$ cat config.mk
export PLATFORM = sky130hd
export DESIGN_NAME = cia_ctrl
export DESIGN_NICKNAME = d
export VERILOG_FILES = /design/src/cia_pkg.sv /design/src/cia_ctrl.sv
export SDC_FILE = /design/constraint.sdc
export NUM_CORES = 1
export LEC_CHECK = 0
export ABC_CLOCK_PERIOD_IN_PS = 4700
export BUFFER_PORTS_ARGS = -buffer_cell sky130_fd_sc_hd__buf_2
export CAP_MARGIN = 15
export CORE_UTILIZATION = 38
export CTS_BUF_LIST = sky130_fd_sc_hd__clkbuf_16
export CTS_CLUSTER_SIZE = 40
export DETAILED_ROUTE_END_ITERATION = 10
export SYNTH_ARGS = -nofsm -noshare
export SYNTH_HDL_FRONTEND = slang
export SYNTH_SLANG_ARGS = --single-unit
$ cat constraint.sdc
create_clock -name clk -period 4.7 [get_ports clk]
set_input_delay 0.235 -clock clk [delete_from_list [all_inputs] [get_ports clk]]
set_output_delay 0.235 -clock clk [all_outputs]
set_load 0.01 [all_outputs]
$ cat src/cia_pkg.sv
package cia_pkg;

    localparam int ENTRIES   = 16;
    localparam int SLOT_BITS = 4;
    localparam int KEY_BITS  = 16;
    localparam int CNT_BITS  = 5;
    localparam int MEAN_BITS = 40;
    localparam int TIME_BITS = 32;
    localparam int SAMP_BITS = 16;
    localparam int SUM_BITS  = 57;
    localparam int DIV_STEPS = SUM_BITS;

    localparam logic [1:0] KIND_START = 2'd0;
    localparam logic [1:0] KIND_END   = 2'd1;
    localparam logic [1:0] KIND_LOOP  = 2'd2;

    localparam logic [1:0] ST_OK     = 2'd0;
    localparam logic [1:0] ST_FULL   = 2'd1;
    localparam logic [1:0] ST_NOOPEN = 2'd2;

    localparam logic [1:0] CSR_WINDOW = 2'd0;

    typedef struct packed {
        logic load;      // capture input item, run lookup
        logic do_start;  // apply start to looked-up key
        logic end_init;  // begin end update: latch interval, start divide
        logic div_step;  // one restoring-divide step
        logic end_write; // write back mean, count
        logic emit_end;  // present end result
        logic emit_start;
        logic emit_last;
    } cia_cmd_t;

    typedef struct packed {
        logic [1:0] kind;
        logic       hit;
        logic       empty;
        logic       div_done;
    } cia_stat_t;

endpackage

$ cat src/cia_ctrl.sv
module cia_ctrl (
    input  logic               clk,
    input  logic               rst_n,
    input  logic               in_valid,
    output logic               in_ready,
    output logic               out_valid,
    input  logic               out_ready,
    input  cia_pkg::cia_stat_t stat,
    output cia_pkg::cia_cmd_t  cmd
);
    import cia_pkg::*;

    typedef enum logic [5:0] {
        S_IDLE  = 6'b000001,
        S_DISP  = 6'b000010,
        S_DIV   = 6'b000100,
        S_WB    = 6'b001000,
        S_OUT   = 6'b010000,
        S_START = 6'b100000
    } state_t;

    state_t state_reg, state_next;
    logic   more_reg, more_next;
    logic   ov_reg, ov_next;
    logic   start_after;

    // result register is only rewritten once it has drained, so input may load meanwhile
    assign in_ready  = (state_reg == S_IDLE);
    assign out_valid = ov_reg;
    assign start_after = (stat.kind == KIND_LOOP);

    always_comb
    begin
        state_next = state_reg;
        more_next  = more_reg;
        ov_next    = ov_reg && !out_ready;
        cmd        = '0;
        unique case (state_reg)
            S_IDLE:
            begin
                if (in_valid && in_ready)
                begin
                    cmd.load   = 1'b1;
                    state_next = S_DISP;
                end
            end
            S_DISP:
            begin
                priority if (stat.kind == KIND_START ||
                             (stat.kind == KIND_LOOP && stat.empty))
                    state_next = S_START;
                else if (stat.kind == KIND_END || stat.kind == KIND_LOOP)
                begin
                    more_next = start_after;
                    if (stat.hit)
                    begin
                        cmd.end_init = 1'b1;
                        state_next   = S_DIV;
                    end
                    else
                        state_next = S_WB;
                end
                else
                    state_next = S_IDLE;
            end
            S_DIV:
            begin
                cmd.div_step = 1'b1;
                if (stat.div_done)
                begin
                    cmd.div_step = 1'b0;
                    state_next   = S_WB;
                end
            end
            S_WB:
            begin
                if (!ov_reg || out_ready)
                begin
                    cmd.end_write = stat.hit;
                    state_next    = S_OUT;
                end
            end
            S_OUT:
            begin
                cmd.emit_end  = 1'b1;
                cmd.emit_last = !more_reg;
                ov_next       = 1'b1;
                state_next    = more_reg ? S_START : S_IDLE;
            end
            S_START:
            begin
                if (!ov_reg || out_ready)
                begin
                    cmd.do_start   = 1'b1;
                    cmd.emit_start = 1'b1;
                    ov_next        = 1'b1;
                    state_next     = S_IDLE;
                end
            end
            default: state_next = S_IDLE;
        endcase
    end

    always_ff @(posedge clk or negedge rst_n)
    begin
        if (!rst_n)
        begin
            state_reg <= S_IDLE;
            more_reg  <= 1'b0;
            ov_reg    <= 1'b0;
        end
        else
        begin
            state_reg <= state_next;
            more_reg  <= more_next;
            ov_reg    <= ov_next;
        end
    end

    assert property (@(posedge clk) disable iff (!rst_n)
        (cmd.emit_end || cmd.do_start) |-> (!ov_reg || out_ready))
        else $error("result overwritten");
    assert property (@(posedge clk) disable iff (!rst_n)
        cmd.load |=> state_reg == S_DISP)
        else $error("load without dispatch");
    assert property (@(posedge clk) disable iff (!rst_n)
        $onehot(state_reg))
        else $error("state not one-hot");
endmodule

# Word-level counts from Yosys, hierarchy flattened
# Cells that the tools add are included.
[totals] ff_bits=8 latch_bits=0 ram_bits=0 mem_bits_ro=0 in_bits=9 out_inout_bits=10 wordCells=53 n_memories=0
[op_classes] add_sub_neg=0 mul=0 div_mod_pow=0 magnitude_cmp=0 eq_ne=12 shift=0 mux=25 bitwise=1 n_reduce_logical=12
[op_table] operator="$mux 6" n=6
[op_table] operator="$pmux 6 s6" n=1
[op_table] operator="$mux 1" n=15
[op_table] operator="$mux 4" n=2
[op_table] operator="$eq 6x1->1 const B" n=1
[op_table] operator="$eq 6x2->1 const B" n=1
[op_table] operator="$eq 6x3->1 const B" n=1
[op_table] operator="$eq 6x4->1 const B" n=1
[op_table] operator="$eq 6x5->1 const B" n=1
[op_table] operator="$eq 6x6->1 const B" n=1
[op_table] operator="$ne 2x2->1 const B" n=3
[op_table] operator="$reduce_and 4->1" n=1
[op_table] operator="$logic_and 1x1->1" n=3
[op_table] operator="$logic_not 1->1" n=3
[op_table] operator="$logic_or 1x1->1" n=3
[op_table] operator="$reduce_and 3->1" n=1
[op_table] operator="$eq 2x1->1 const B" n=1
[op_table] operator="$eq 2x2->1 const B" n=1
[op_table] operator="$logic_not 2->1" n=1
[op_table] operator="$ne 2x1->1 const B" n=1
[op_table] operator="$pmux 1 s2" n=1
[op_table] operator="$not 1->1" n=1

# Depth between registers and ports, before layout
[logic_depth] depth_word=5 ltp_mapped=6 ltp_nobuf=6

# Worst setup path after synthesis
# Ideal clock, no wire load.
[synth_path] path_type="register to register" startpoint="reg state_reg[2]" endpoint="reg state_reg[3]" setup_time_ns=0.125 t_arrival_ns=1.665 path_slack_ns=2.910 stages_incl_launch_ff=6 n_path_buf=1 path_cell_list="dfrtp_1 > buf_6 > or3_1 > or4_4 > o211ai_2 > mux2_4"
[synth_between] elab_chain_cells=4
[synth_lines] element="start, declared" line="cia_ctrl.sv:22" source="state_t state_reg, state_next;"
[synth_lines] element="start signal, assigned" line="cia_ctrl.sv:114" source="state_reg <= state_next;"
[synth_lines] element="$eq 6x1->1" line="cia_ctrl.sv:28, cia_ctrl.sv:38"
[synth_lines] element="$logic_and 1x1->1" line="cia_ctrl.sv:41" source="if (in_valid && in_ready)"
[synth_lines] element="$ne 2x1->1 (no source line)"
[synth_lines] element="$reduce_and 4->1 (no source line)"
# Parallel ways exist; a longest one is shown, timed or not.
# A chain may end at the register's enable or synchronous reset.

==> qor.csv <==
metric,value,unit
Die W,41.0,um
first-pass GRT wire length,2200,um
Post-Syn Instances,66,
unrepaired setup endpoints after global routing,false,
worst-margin pin slew,0.502,ns
clk buf depth,2,
Synth top cells by count,"dfrtp_1 (7), nor2_1 (7), inv_1 (6), nand2_1 (6), o21ai_0 (4)",
crit path DAT,1.80,ns
Syn Area/Cell,8.78,um2
routability cong.,0.765,
hpwl dp,1080,um
CTS Root Cell,clkbuf_16,
"Net Count, Synth",78,
All-Layer GR Usage,20.4,%
Post-synth EDFFs,0,
DR vias/cell,5.38,
"Distinct cells, synth",34,
TNS Setup,0,ns
register area,201,um2
clock-pin slew on the worst setup and hold paths,0.04,ns
routed len/inst,14.2,um
Core Box Area,1370,um2
post-CTS setup buffer count,0,
die height,41.0,um
Layout area overhead,30.0,%
peak supply drop,302,uV
Pleak,0.415,nW
nets@finish,99,
Seq cells post-synth,8,
pwr dens,489,nW/um2
status,completed,
Rows,13,
final slew viol count,0,
DR iter-0 viols,10,
Layout fillers,129,
Synth top area share,30.2,%
Max transition margin,66.3,%
Tcrit/Tclk final,43.2,%
clock sink total,8,
Tmin final,2.03,ns
initial antenna violation count,0,
area of the multi-input gates,332,um2
maxcap violations,0,
cts bufs inserted,3,
final setup violation count,0,
top_reg_cell synth,dfrtp_1,
"critical path fanouts, max",6,
share of cells above drive strength 1,32.6,%
cts repair resizes,0,
post-synthesis async set-or-reset flop share,100,%
num ports,19,
Final Hold Fails,0,
drc violations,0,
worst setup path category,flop to output port,
# diodes,0,
Worst Path Required,4.47,ns
vias,543,
DIE AREA,1680,um2
largest net degree at the start of global routing,11,
max frequency,492,MHz
Total Routed Length,1440,um
cell taking the most area after synthesis,dfrtp_1,
CTS tree,built,
Synth area leaders,"dfrtp_1 (30%), ha_1 (6.5%), dfstp_2 (4.5%)",
"Seq/Total Area, Yosys",34.8,%
Final Util,55.1,%
H-Tree Depth,1,
Worst Hold Class,input pin to flop,
max reg flops,6,
I/O Buffers,18,
gr ovfl total,0,
Netlist Area Pre-Place,579,um2
Initial Utilization,42.4,%
Ys Warns,0,
kind of end point of the critical path,output port,
DRT Pass-1 Iters,4,
clk_skew,0.00379,ns
Critical Path Start Type,flop,
clk_lat worst skew,0.23,ns
vias in the first global route,504,
"antenna viol nets, final",0,
layout make-up:
cell class	count	share of cell area, %
multi-input combinational	49	44.0
sequential	8	26.7
tap	15	2.49
clock inverter	1	0.498
timing repair buffer	19	13.3
inverter	6	2.99
clock buffer	3	9.97
critical path, stage by stage (launching register included):
cell and delay (ns):
dfrtp_1 0.45, nor4_2 0.53, nand4_1 0.30, nor2_1 0.15, buf_2 0.14
repair_timing:
action / CTS / global route
endpoints found under the hold margin: 7 / 0
hold buffers: 1 / 0
setup endpoints to repair: 0 / 0
logic make-up after synthesis:
family | synth area share (%)
DFF | 34.8
muxes | 4.53
buffers and inverters | 7.99
xor gates and xnor gates | 3.02
and+or+nand+nor | 30.2
adders and majority gates | 6.48
AOI/OAI and AO/OA | 13.0
per-layer routing:
layer	track usage, %	wire [um]	share of wire (%)	vias up
li1	-	-	-	272
met1	27.6	640	45	254
met2	33.6	720	50	15
met3	1.63	53	3.7	2
met4	7.50	24	1.7	0
met5	0	0	0	-
metrics by stage:
step / setup WS, ns / std cells / hold WS, ns / area [um2] / power [W]
floorplan: 2.91 / 66 / -0.0606 / 579 / 0.000190
global placement: 2.89 / 96 / 0.0874 / 664 / 0.000222
detailed placement: 2.84 / 96 / 0.0846 / 664 / 0.000223
CTS: 2.68 / 101 / 0.313 / 753 / 0.000369
global route: 2.53 / 101 / 0.341 / 753 / 0.000390
finish: 2.67 / 101 / 0.314 / 753 / 0.000369
placed cells by master, fill, tap and decap left out, types with 2 or more instances in the layout:
| cell type | n |
|---|---|
| o21ai_0 | 4 |
| inv_1 | 7 |
| nor2b_1 | 3 |
| nand2_1 | 6 |
| clkbuf_16 | 3 |
| nor2_1 | 7 |
| nand3_1 | 2 |
| a31oi_1 | 2 |
| dfrtp_1 | 7 |
| nand3b_1 | 2 |
| buf_2 | 18 |
| ha_1 | 3 |
where the power goes:
group | switching (W) | leakage, nW | total, W | internal [W]
clock | 0.0000339 | 0.0423 | 0.000145 | 0.000111
sequential | 0.0000206 | 0.106 | 0.000108 | 0.0000877
combinational | 0.0000639 | 0.267 | 0.000116 | 0.0000518
final timing paths:
| check | start | endpoint | slack, ns | cells after the start |
|---|---|---|---|---|
| max | state_reg[5] | cmd[5] | 2.67 | 4 |
| min | in_valid | state_reg[0] | 0.31 | 3 |
| max reg2reg | state_reg[2] | state_reg[3] | 2.82 | 4 |
| min reg2reg | more_reg | state_reg[5] | 0.57 | 2 |
| max in group asynchronous | rst_n | state_reg[0] | 4.05 | 2 |
| min in group asynchronous | rst_n | more_reg | 0.41 | 2 |
(Power assumes the default switching activity.)
